## src/rtl/dmmd_pkg.sv

```systemverilog
// Shared constants and types of the dynamic max Manhattan distance block.
`default_nettype none

package dmmd_pkg;

    // Table size and tree geometry
    localparam int MAX_POINTS = 1024;
    localparam int IDX_W      = $clog2(MAX_POINTS);
    localparam int TREE_LVLS  = IDX_W + 1;
    localparam int CNT_W      = IDX_W + 1;

    // Field widths
    localparam int OP_W    = 2;
    localparam int PIDX_W  = 10;
    localparam int COORD_W = 32;
    localparam int DIST_W  = 33;
    localparam int ACT_W   = 11;
    localparam int SD_W    = COORD_W + 2;

    localparam logic [ACT_W-1:0] ACT_RESET = 11'd1024;

    // Operation codes
    localparam logic [OP_W-1:0] OP_QUERY = 2'd0;
    localparam logic [OP_W-1:0] OP_SET_X = 2'd1;
    localparam logic [OP_W-1:0] OP_SET_Y = 2'd2;

    // Min/max of the rotated coordinates over one subtree
    typedef struct packed {
        logic signed [SD_W-1:0] smin;
        logic signed [SD_W-1:0] smax;
        logic signed [SD_W-1:0] dmin;
        logic signed [SD_W-1:0] dmax;
    } t_node;

    // Token handed from one tree level to the next
    typedef struct packed {
        logic  valid;
        logic  nonempty;
        t_node node;
    } t_tok;

    // Per-level control from the sequencer
    typedef struct packed {
        logic             rd_en;
        logic [IDX_W-1:0] rd_addr;
        logic [IDX_W-1:0] wr_addr;
        logic             merge_en;
        logic             upd;
        logic             clear;
    } t_cell_ctl;

    // Node memory request from a cell
    typedef struct packed {
        logic             we;
        logic [IDX_W-1:0] wr_addr;
        t_node            wdata;
        logic             re;
        logic [IDX_W-1:0] rd_addr;
    } t_ram_req;

endpackage

`default_nettype wire

```

## src/rtl/dmmd_cell.sv

```systemverilog
// One tree level: writes its node on an update, merges with the read node.
`default_nettype none

module dmmd_cell (
    input  wire logic                i_clk,
    input  wire logic                i_rst_n,
    input  wire dmmd_pkg::t_cell_ctl i_ctl,
    input  wire dmmd_pkg::t_tok      i_tok,
    input  wire dmmd_pkg::t_node     i_rdata,
    output dmmd_pkg::t_tok           o_tok,
    output dmmd_pkg::t_ram_req       o_ram
);

    dmmd_pkg::t_node w_merged;
    dmmd_pkg::t_node n_node;
    logic            n_nonempty;
    dmmd_pkg::t_tok  r_tok;

    // Merge incoming node with the node read from this level
    always_comb begin
        w_merged.smin = (i_rdata.smin < i_tok.node.smin) ? i_rdata.smin : i_tok.node.smin;
        w_merged.smax = (i_rdata.smax > i_tok.node.smax) ? i_rdata.smax : i_tok.node.smax;
        w_merged.dmin = (i_rdata.dmin < i_tok.node.dmin) ? i_rdata.dmin : i_tok.node.dmin;
        w_merged.dmax = (i_rdata.dmax > i_tok.node.dmax) ? i_rdata.dmax : i_tok.node.dmax;
    end

    // Pick the node to hand on: an empty accumulator takes the read node as is
    always_comb begin
        if (!i_ctl.merge_en) begin
            n_node = i_tok.node;
        end else if (!i_tok.nonempty) begin
            n_node = i_rdata;
        end else begin
            n_node = w_merged;
        end
        n_nonempty = i_tok.nonempty | i_ctl.merge_en;
    end

    // Memory request: sweep zeros while clearing, store the new node on an update
    always_comb begin
        o_ram.we      = i_ctl.clear | (i_tok.valid & i_ctl.upd);
        o_ram.wr_addr = i_ctl.wr_addr;
        o_ram.wdata   = i_ctl.clear ? '0 : i_tok.node;
        o_ram.re      = i_ctl.rd_en;
        o_ram.rd_addr = i_ctl.rd_addr;
    end

    // Advance the token to the next level
    always_ff @(posedge i_clk) begin
        if (!i_rst_n) begin
            r_tok.valid <= 1'b0;
        end else begin
            r_tok.valid <= i_tok.valid;
            if (i_tok.valid) begin
                r_tok.nonempty <= n_nonempty;
                r_tok.node     <= n_node;
            end
        end
    end

    assign o_tok = r_tok;

endmodule

`default_nettype wire

```

## config.mk

```make
export PLATFORM = sky130hd
export DESIGN_NAME = dmmd_cell
export DESIGN_NICKNAME = d
export VERILOG_FILES = /design/src/rtl/dmmd_pkg.sv /design/src/rtl/dmmd_cell.sv
export SDC_FILE = /design/constraint.sdc
export NUM_CORES = 1
export LEC_CHECK = 0
export BUFFER_PORTS_ARGS = -buffer_cell sky130_fd_sc_hd__buf_2
export CAP_MARGIN = 15
export CORE_AREA = 2 2 230 232
export CTS_CLUSTER_SIZE = 28
export DETAILED_ROUTE_END_ITERATION = 10
export DIE_AREA = 0 0 232 234
export PLACE_DENSITY_LB_ADDON = 0.25
export SLEW_MARGIN = 20
export SYNTH_ARGS = -nofsm -noshare
export SYNTH_HDL_FRONTEND = slang
export SYNTH_SLANG_ARGS = --single-unit
```

## constraint.sdc

```tcl
create_clock -name i_clk -period 6.1 [get_ports i_clk]
set_clock_uncertainty 0.15 [all_clocks]
set_input_delay 1.22 -clock i_clk [delete_from_list [all_inputs] [get_ports i_clk]]
set_output_delay 1.22 -clock i_clk [all_outputs]
set_load 0.01 [all_outputs]
```

==> summary.md, run 1 <==
| Metric | Value |
|---|---|
| Post-DP HPWL | 31200 um |
| Fin crit share | 71.4% |
| Initial Utilization | 19.4% |
| Multi-input logic area | 5160 sq um |
| Post-synthesis cell type count | 49 |
| Status | completed |
| CTS tree | yes |
| Largest register FFs | 138 |
| Post-route ant nets | 0 |
| Worst Path Max Fanout | 25 |
| Worst-Margin Slew | 892 ps |
| Arr. time, crit path | 4430 ps |
| Sequential fraction of the synthesis area | 41.0% |
| Synth Flop Type | edfxtp_1 |
| Setup TNS | 0 ps |
| Overall Global Routing Usage | 13.6% |
| Drt drc | 0 |
| Port Buffers | 553 |
| Setup-failing EPs final | 0 |
| Largest net degree at the start of global routing | 138 |
| Area contributors post-synth | edfxtp_1 (41%), ha_1 (17%), mux2_2 (12%) |
| FF+latch count, synth | 138 |
| Relative slew slack | 40.5% |
| Top cell type's share of synthesized area | 40.8% |
| Layout Area Growth over Synthesis | 39.6% |
| Number of DRC markers in iteration 0 | 299 |
| Post-layout min period | 4350 ps |
| Layout cells sized above 1 | 49.8% |
| Vias per cell | 4.15 |
| RSZ-0062 raised after global routing | no |
| Hold_ws | 825 ps |
| Drt total wl | 38600 um |
| CP required | 6180 ps |
| Max_cap viols | 0 |
| Async SR Flop Fraction | 0% |
| Post-CTS setup buffer count | 0 |
| GPL Wtd Cong | 0.858 |
| Number of synthesized flops with an enable pin | 137 |
| Crit start category | input port |
| Gr ovfl total | 0 |
| CTS Buffer Depth | 2 |
| TritonRoute pass-1 iters | 4 |
| Maximum VDD drop | 0.000185 V |
| Syn Area/Cell | 10.8 sq um |
| Lkg Pwr | 7.13 nW |
| Vias in the first global route | 9170 |
| Hold-fix buffers, CTS | 0 |
| Post-synthesis instance area | 10100 sq um |
| Nets@finish | 1901 |
| Yosys warns | 0 |
| Initial antenna violation count | 3 |
| Cell Rows | 84 |
| Die area | 54300 sq um |
| Root Buffer | clkbuf_16 |
| Total CTS buffers | 17 |
| Max Freq | 230 MHz |
| Core Area | 52000 sq um |
| Pwr Total | 3.04 mW |
| Filler cells | 5625 |
| Final Hold Viols | 0 |
| Hold Crit Class | in2reg |
| CTS sink count | 138 |
| Post-synth top area cell | edfxtp_1 |
| Endpoint type of the worst setup path | flop |
| FF+latch area | 4130 sq um |
| Global-route wire length before repair | 54500 um |
| DR WL/cell | 17.8 um |
| Reg clk slew, reported paths | 60 ps |
| Chip height | 234 um |
| Max Transition Viols Final | 0 |
| CP Class | in2reg |
| Syn Nets | 1370 |
| Vias | 8996 |
| Die width | 232 um |
| Post-cts sizing count | 0 |
| Top Ports | 596 |
| Post-Synthesis Cells | 936 |
| H-tree depth | 4 |
| PwrDens | 216 nW/um^2 |
==> layout make-up <==
class / instances / share of cell area, %
clock inverters: 15 / 0.782
inverters: 139 / 3.71
flip-flops and latches: 138 / 29.4
multi-input cells: 611 / 36.7
repair buffers: 560 / 20.3
clock buffers: 17 / 3.02
well taps: 688 / 6.11
diodes: 2 / 0.0355
==> synth_stat cells (all sizes together) (2+ instances only) <==
master,n
nor2,142
a21oi,39
a211o,2
a221o,3
buf,33
and3,2
a221oi,5
nand2,16
o21a,2
and4,3
a211oi,7
edfxtp,137
mux2,136
inv,139
a21o,24
nor3,6
nand4,25
nor2b,7
ha,134
and2,3
a31oi,2
nand2b,4
o21ai,17
clkbuf,15
o22ai,2
or2,2
nor4,5
nand3,9
==> cell usage in the layout (no fill, tap or decap), types with 6 or more instances in the layout <==
| cell | count |
|---|---|
| a21oi_1 | 35 |
| mux2_2 | 106 |
| clkbuf_16 | 17 |
| mux2_4 | 30 |
| o21ai_0 | 16 |
| edfxtp_1 | 137 |
| nand2_1 | 16 |
| a211oi_1 | 6 |
| nand4_1 | 25 |
| buf_2 | 552 |
| nand3_1 | 9 |
| inv_1 | 139 |
| ha_1 | 134 |
| nor2_1 | 142 |
| nor2b_1 | 7 |
| a21o_1 | 24 |
| nor3_1 | 6 |
==> through the flow <==
| stage | utilization [%] | cells | area, sq um | setup WS (ps) |
|---|---|---|---|---|
| after floorplan | - | 936 | 10100 | 1080 |
| after global placement | 26.0 | 2136 | 13500 | 1280 |
| final | 27.1 | 2170 | 14100 | 1750 |
| after detailed placement | 26.0 | 2136 | 13500 | 1250 |
| after CTS | 27.1 | 2168 | 14100 | 1800 |
| after global routing | 27.1 | 2168 | 14100 | 1640 |
==> cell families (layout without fill, tap and decap cells) <==
| family | count (synthesis) | in the layout | synth area share, % |
|---|---|---|---|
| AND/OR/NAND/NOR | 226 | 226 | 10.1 |
| buffers and inverters | 187 | 731 | 8.15 |
| flip-flops | 138 | 138 | 41.0 |
| multiplexers | 136 | 136 | 16.3 |
| adder cells (fa/ha/maj) | 134 | 134 | 16.6 |
| AO/OA/AOI/OAI | 113 | 113 | 7.66 |
| XOR/XNOR | 2 | 2 | 0.174 |
| other | 0 | 2 | 0 |
==> path summary, 6_finish.rpt <==
kind                   start    endpoint  cells after the start
hold / removal       i_rst_n  o_tok[137]                      2
setup / recovery  i_tok[125]  o_tok[104]                     12
==> per-layer routing <==
metal | share of wire [%] | GRT usage (%)
met4 | 3.0 | 6.49
met1 | 41 | 15.3
met2 | 49 | 23.2
met3 | 7.0 | 4.26
met5 | 0.034 | 0
==> power by group <==
group          internal [mW]  switching [mW]
clock network          0.549           0.467
registers               1.15          0.0210
logic                  0.396           0.459
==> critical path, stage by stage <==
cell	delay [ps]
buf_2	90
inv_1	50
ha_1	310
a21o_1	180
a21o_1	190
a21oi_2	150
o22ai_1	100
or4b_4	500
nor3b_1	180
a311oi_4	780
buf_12	310
mux2_2	370
Note: power is estimated with default switching activity, not from simulation.
==> inputs of run 2 (changes only) <==
--- a/config.mk
+++ b/config.mk
@@ -7,10 +7,10 @@
 export LEC_CHECK = 0
 export BUFFER_PORTS_ARGS = -buffer_cell sky130_fd_sc_hd__buf_2
 export CAP_MARGIN = 15
-export CORE_AREA = 2 2 230 232
+export CORE_AREA = 2 2 234 236
 export CTS_CLUSTER_SIZE = 28
 export DETAILED_ROUTE_END_ITERATION = 10
-export DIE_AREA = 0 0 232 234
+export DIE_AREA = 0 0 236 238
 export PLACE_DENSITY_LB_ADDON = 0.25
 export SLEW_MARGIN = 20
 export SYNTH_ARGS = -nofsm -noshare
==> constraint.sdc (replaced) <==
create_clock -name i_clk -period 3.8 [get_ports i_clk]
set_clock_uncertainty 0.15 [all_clocks]
set_input_delay 0.76 -clock i_clk [delete_from_list [all_inputs] [get_ports i_clk]]
set_output_delay 0.76 -clock i_clk [all_outputs]
set_load 0.01 [all_outputs]
==> run 2 against run 1 <==
Hold slack worse by 400 ps. Global-route usage grew 0.53 points. Clock power grew 68%. Critical endpoint unchanged. Largest power group unchanged.
==> summary.md, run 2 (synthesis results as in run 1) <==
| Metric | Value |
|---|---|
| Drt drc | 0 (unchanged) |
| CP required | 3870 ps (-2310 ps) |
| GPL Wtd Cong | 0.875 (+1.9%) |
| Layout cells sized above 1 | 50.9% (+1.1 points) |
| Hold-fix buffers, CTS | 0 (unchanged) |
| Setup crit end | o_tok[104] |
| Vias | 9188 (+2.1%) |
| Status | completed |
| Maximum VDD drop | 0.000267 V (+44%) |
| Worst-Margin Slew | 650 ps (-242 ps) |
| Cell Rows | 85 (+1.2%) |
| Port Buffers | 553 (unchanged) |
| Most common library cell in the layout ignoring fill and taps | buf_2 |
| Combinational share of power | 28.6% (+0.5 points) |
| Layout Area Growth over Synthesis | 43.9% |
| Most frequent cells in the layout | buf_2 (552), nor2_1 (142), inv_1 (139), edfxtp_1 (137), ha_1 (134) |
| Chip height | 238 um (+1.7%) |
| Clk pwr share | 34.0% (+0.6 points) |
| Final Hold Viols | 0 (unchanged) |
| Relative slew slack | 56.6% (+16 points) |
| Overall Global Routing Usage | 14.1% (+0.53 points) |
| Max_cap viols | 0 (unchanged) |
| Hold Crit Class | in2reg |
| PwrDens | 347 nW/um^2 (+61%) |
| CTS sink count | 138 (unchanged) |
| Arr. time, crit path | 3520 ps (-910 ps) |
| Post-CTS setup buffer count | 0 (unchanged) |
| Largest net degree at the start of global routing | 41 (-70%) |
| Post-DP HPWL | 33600 um (+7.6%) |
| Die area | 56200 sq um (+3.5%) |
| Max Transition Viols Final | 0 (unchanged) |
| Max Freq | 290 MHz |
| Endpoint type of the worst setup path | flop |
| Pwr Total | 5.04 mW (+66%) |
| Root Buffer | clkbuf_16 |
| P_sw | 1.49 mW (+58%) |
| Die width | 236 um (+1.7%) |
| RSZ-0062 raised after global routing | no |
| Drt total wl | 40400 um (+4.6%) |
| Crit start category | input port |
| Nets@finish | 1940 (+2.1%) |
| Gr ovfl total | 0 (unchanged) |
| Initial Utilization | 18.8% (-0.53 points) |
| DR WL/cell | 18.2 um (+2.5%) |
| Number of DRC markers in iteration 0 | 273 (-8.7%) |
| Setup-failing EPs final | 0 (unchanged) |
| Post-cts sizing count | 0 (unchanged) |
| Initial antenna violation count | 11 (+8) |
| Largest register FFs | 138 (unchanged) |
| Lkg Pwr | 7.37 nW (+3.4%) |
| CTS Buffer Depth | 2 (unchanged) |
| CP Launch Point | i_tok[129] |
| Reg power frac | 37.3% (-1.2 points) |
| Fin crit share | 90.8% |
| Top Ports | 596 (unchanged) |
| Core Area | 53500 sq um (+2.8%) |
| Post-route ant nets | 0 (unchanged) |
| CP Class | in2reg |
| Total CTS buffers | 17 (unchanged) |
| Cell Int Power | 3.55 mW (+69%) |
| H-tree depth | 4 (unchanged) |
| Post-layout min period | 3450 ps |
| TritonRoute pass-1 iters | 6 (+2) |
| Vias per cell | 4.15 (about the same) |
| CTS tree | yes |
| Setup TNS | 0 ps (unchanged) |
| Reg clk slew, reported paths | 60 ps (about the same) |
| Global-route wire length before repair | 58900 um (+8.1%) |
| Vias in the first global route | 9664 (+5.4%) |
| Worst Path Max Fanout | 24 (-4.0%) |
| Sw Share | 29.6% (-1.5 points) |
## run 2: cell types whose count changed in the layout (fill, tap and decap cells not counted)
cell,change
clkinv_4,-1
diode_2,+1
clkinv_2,-3
clkinvlp_4,-2
clkbuf_1,+1
buf_12,+8
buf_4,+31
bufinv_16,+2
## run 2: metrics by stage
stage / cells / setup slack [ps] / utilization (%) / hold slack (ps) / cell area (sq um)
3_3_place_gp: 2183 / -115 / 26.1 / 893 / 13900
4_1_cts: 2212 / 392 / 27.1 / 377 / 14500
5_1_grt: 2212 / 282 / 27.1 / 395 / 14500
2_1_floorplan: 936 / 179 / - / 732 / 10100
6_report: 2215 / 351 / 27.1 / 424 / 14500
3_5_place_dp: 2183 / -142 / 26.1 / 906 / 13900
## run 2: power groups by stage
stage / Clock (mW) / Combinational [mW] / Sequential (mW)
floorplan: 0 / 0.729 / 1.98
global placement: 0 / 1.45 / 1.91
detailed placement: 0 / 1.46 / 1.92
CTS: 1.80 / 1.47 / 1.89
global route: 1.83 / 1.58 / 1.89
finish: 1.71 / 1.44 / 1.88
## run 2: how the worst min path moves through the flow
stage	to	cells after the start	start
6_report	o_tok[137]	2	i_rst_n
3_3_place_gp	o_tok[137]	2	i_rst_n
4_1_cts	o_tok[137]	2	i_rst_n
2_1_floorplan	o_tok[137]	1	i_tok[137]
3_5_place_dp	o_tok[137]	2	i_rst_n
5_1_grt	o_tok[137]	2	i_rst_n
## run 2: critical path: stages
cell      delay [ps]
buf_2             90
inv_1             50
ha_1             300
a21o_1           190
a21o_1           190
a21oi_2          130
o22ai_1          110
or4b_4           500
nor3b_1          180
a311oi_4         370
buf_12           270
mux2_2           370
## run 2: routing by layer
metal | wire, um | track usage [%] | up-vias | share of wire (%)
li1 | - | - | 4452 | -
met1 | 16100 | 15.5 | 4285 | 40
met2 | 20000 | 24.8 | 354 | 50
met3 | 3170 | 5.09 | 83 | 7.8
met4 | 1040 | 5.40 | 14 | 2.6
met5 | 92 | 0 | - | 0.23
## run 2: final cells by class
cell class,count,area [sq um]
tap,696,871
inverter,139,522
timing repair buffer,599,3250
antenna,3,7.51
clock inverter,11,131
multi-input combinational,611,5160
fill,5788,39000
clock buffer,18,429
sequential,138,4130
==> inputs of run 3 (changes only) <==
--- a/config.mk
+++ b/config.mk
@@ -11,7 +11,7 @@
 export CTS_CLUSTER_SIZE = 28
 export DETAILED_ROUTE_END_ITERATION = 10
 export DIE_AREA = 0 0 236 238
-export PLACE_DENSITY_LB_ADDON = 0.25
+export PLACE_DENSITY_LB_ADDON = 0.08
 export SLEW_MARGIN = 20
 export SYNTH_ARGS = -nofsm -noshare
 export SYNTH_HDL_FRONTEND = slang
==> run 3 against run 2 <==
Clock power is 13% higher. Global-route usage grew 1.2 points. Critical path depth unchanged. First-iteration DRC count decreased by 7.0%. Final cell count down 0.27%. Die area did not move. Flip-flop and latch count unchanged.
==> summary.md, run 3 (synthesis results as in run 1) <==
| Metric | Value |
|---|---|
| Status | completed |
| Lkg Pwr | 7.34 nW (-0.37%) |
| CP Depth | 12 (unchanged) |
| Post-cts sizing count | 0 (unchanged) |
| Vias | 9086 (-1.1%) |
| Post-CTS setup buffer count | 0 (unchanged) |
| Post-layout min period | 3420 ps (-29.0 ps) |
| Relative slew slack | 62.6% (+6.0 points) |
| CP Class | in2reg |
| RSZ-0062 raised after global routing | no |
| Layout Area Growth over Synthesis | 43.6% |
| Fin crit share | 90.0% (-0.76 points) |
| GPL Wtd Cong | 0.826 (-5.6%) |
| Endpoint type of the worst setup path | flop |
| Hold Crit Class | in2reg |
| Root Buffer | clkbuf_16 |
| Maximum VDD drop | 0.000283 V (+6.3%) |
| Final Hold Viols | 0 (unchanged) |
| TritonRoute pass-1 iters | 4 (-2) |
| CP Launch Point | i_tok[121] |
| Arr. time, crit path | 3500 ps (-20 ps) |
| Port Buffers | 553 (unchanged) |
| Most frequent cells in the layout | buf_2 (552), nor2_1 (142), inv_1 (139), edfxtp_1 (137), ha_1 (134) |
| Top Ports | 596 (unchanged) |
| Total CTS buffers | 17 (unchanged) |
| Largest register FFs | 138 (unchanged) |
| CP peak stage delay | 510 ps (about the same) |
| Delay-heaviest family, CP | compound AO/OA/AOI/OAI gates |
| Core Area | 53500 sq um (unchanged) |
| Crit-path cells | buf_2, inv_1, ha_1, a21o_1, a21o_1, a21oi_2, nor3_1, or4b_4, nor3b_1, a311oi_4, buf_4, mux2_4 |
| Chip height | 238 um (unchanged) |
| Buffers & Inverters on Critical Path | 3 (unchanged) |
| Crit start category | input port |
| Max_cap viols | 0 (unchanged) |
| Die area | 56200 sq um (unchanged) |
| Vias per cell | 4.11 (-0.84%) |
| DR WL/cell | 19.7 um (+7.9%) |
| Most common library cell in the layout ignoring fill and taps | buf_2 |
| Drt drc | 0 (unchanged) |
| Die width | 236 um (unchanged) |
| Nets@finish | 1929 (-0.57%) |
| Hold_ws | 435 ps (+11.7 ps) |
| Layout cells sized above 1 | 50.7% (-0.19 points) |
| Initial Utilization | 18.8% (unchanged) |
| CTS Buffer Depth | 2 (unchanged) |
| Number of DRC markers in iteration 0 | 254 (-7.0%) |
| Vias in the first global route | 9651 (-0.13%) |
| CP required | 3880 ps (about the same) |
| Overall Global Routing Usage | 15.3% (+1.2 points) |
| Max Transition Viols Final | 0 (unchanged) |
| PwrDens | 362 nW/um^2 (+4.2%) |
| CTS sink count | 138 (unchanged) |
| Setup-failing EPs final | 0 (unchanged) |
| CTS tree | yes |
| Worst Path Max Fanout | 11 (-54%) |
| Post-DP HPWL | 35700 um (+6.2%) |
| H-tree depth | 4 (unchanged) |
| Post-route ant nets | 0 (unchanged) |
| Post-layout util | 27.1% (-0.061 points) |
| Setup crit end | o_tok[126] |
| Largest net degree at the start of global routing | 74 (+80%) |
| Max Freq | 292 MHz (+0.85%) |
| Reg clk slew, reported paths | 70 ps (about the same) |
| Gr ovfl total | 0 (unchanged) |
| Filler cells | 5885 (+1.7%) |
| Drt total wl | 43500 um (+7.6%) |
| Global-route wire length before repair | 62700 um (+6.4%) |
| CP max-delay cell | or4b_4 |
| Worst-Margin Slew | 560 ps (-90.6 ps) |
| Initial antenna violation count | 17 (+6) |
| Hold-fix buffers, CTS | 0 (unchanged) |
| CP most frequent cell | a21o_1 |
| Cell Rows | 85 (unchanged) |
==> run 3: changes by cell type in the layout (fill, tap and decap cells not counted), sizes merged <==
cell,delta
inv,+1
diode,+2
buf,-11
bufinv,+2
==> run 3: where the power goes <==
group          switching [mW]  internal (mW)  total, mW  leakage, nW
registers              0.0331           1.85       1.88         1.29
clock network           0.773           1.15       1.93        0.307
logic                   0.753          0.682       1.43         5.74
==> run 3: metrics by stage <==
step	power (mW)	area, sq um	setup slack [ps]	instances	setup TNS, ps
final	5.24	14500	380	2209	0
after global routing	5.53	14500	299	2207	0
after CTS	5.38	14500	437	2204	0
after detailed placement	3.37	13800	-96.9	2172	-4550
after global placement	3.38	13800	-81.3	2172	-2950
after floorplan	2.71	10100	179	936	0
==> run 3: layer usage <==
layer | vias to the layer above | track usage, % | share of wire [%]
met5 | - | 0 | 0.29
met4 | 20 | 5.17 | 2.1
met3 | 72 | 6.00 | 8.0
met2 | 311 | 27.2 | 51
met1 | 4252 | 16.5 | 39
li1 | 4431 | - | -
==> run 3: worst min-delay path by stage <==
stage / start / cells after the start / slack [ps] / end
2_1_floorplan: i_tok[137] / 1 / 730 / o_tok[137]
3_3_place_gp: i_tok[126] / 2 / 930 / o_tok[126]
3_5_place_dp: i_tok[114] / 2 / 930 / o_tok[114]
4_1_cts: i_tok[15] / 2 / 390 / o_tok[15]
5_1_grt: i_tok[125] / 2 / 410 / o_tok[125]
6_report: i_tok[63] / 2 / 440 / o_tok[63]
==> run 3: cell type report <==
type                    instances  area [sq um]  area share, %
repair buffers                588          3150           21.7
well taps                     696           871           6.02
inverters                     139           522           3.60
multi-input cells             611          5160           35.7
flip-flops and latches        138          4130           28.6
clock buffers                  18           429           2.96
diodes                          5          12.5         0.0864
clock inverters                14           201           1.39
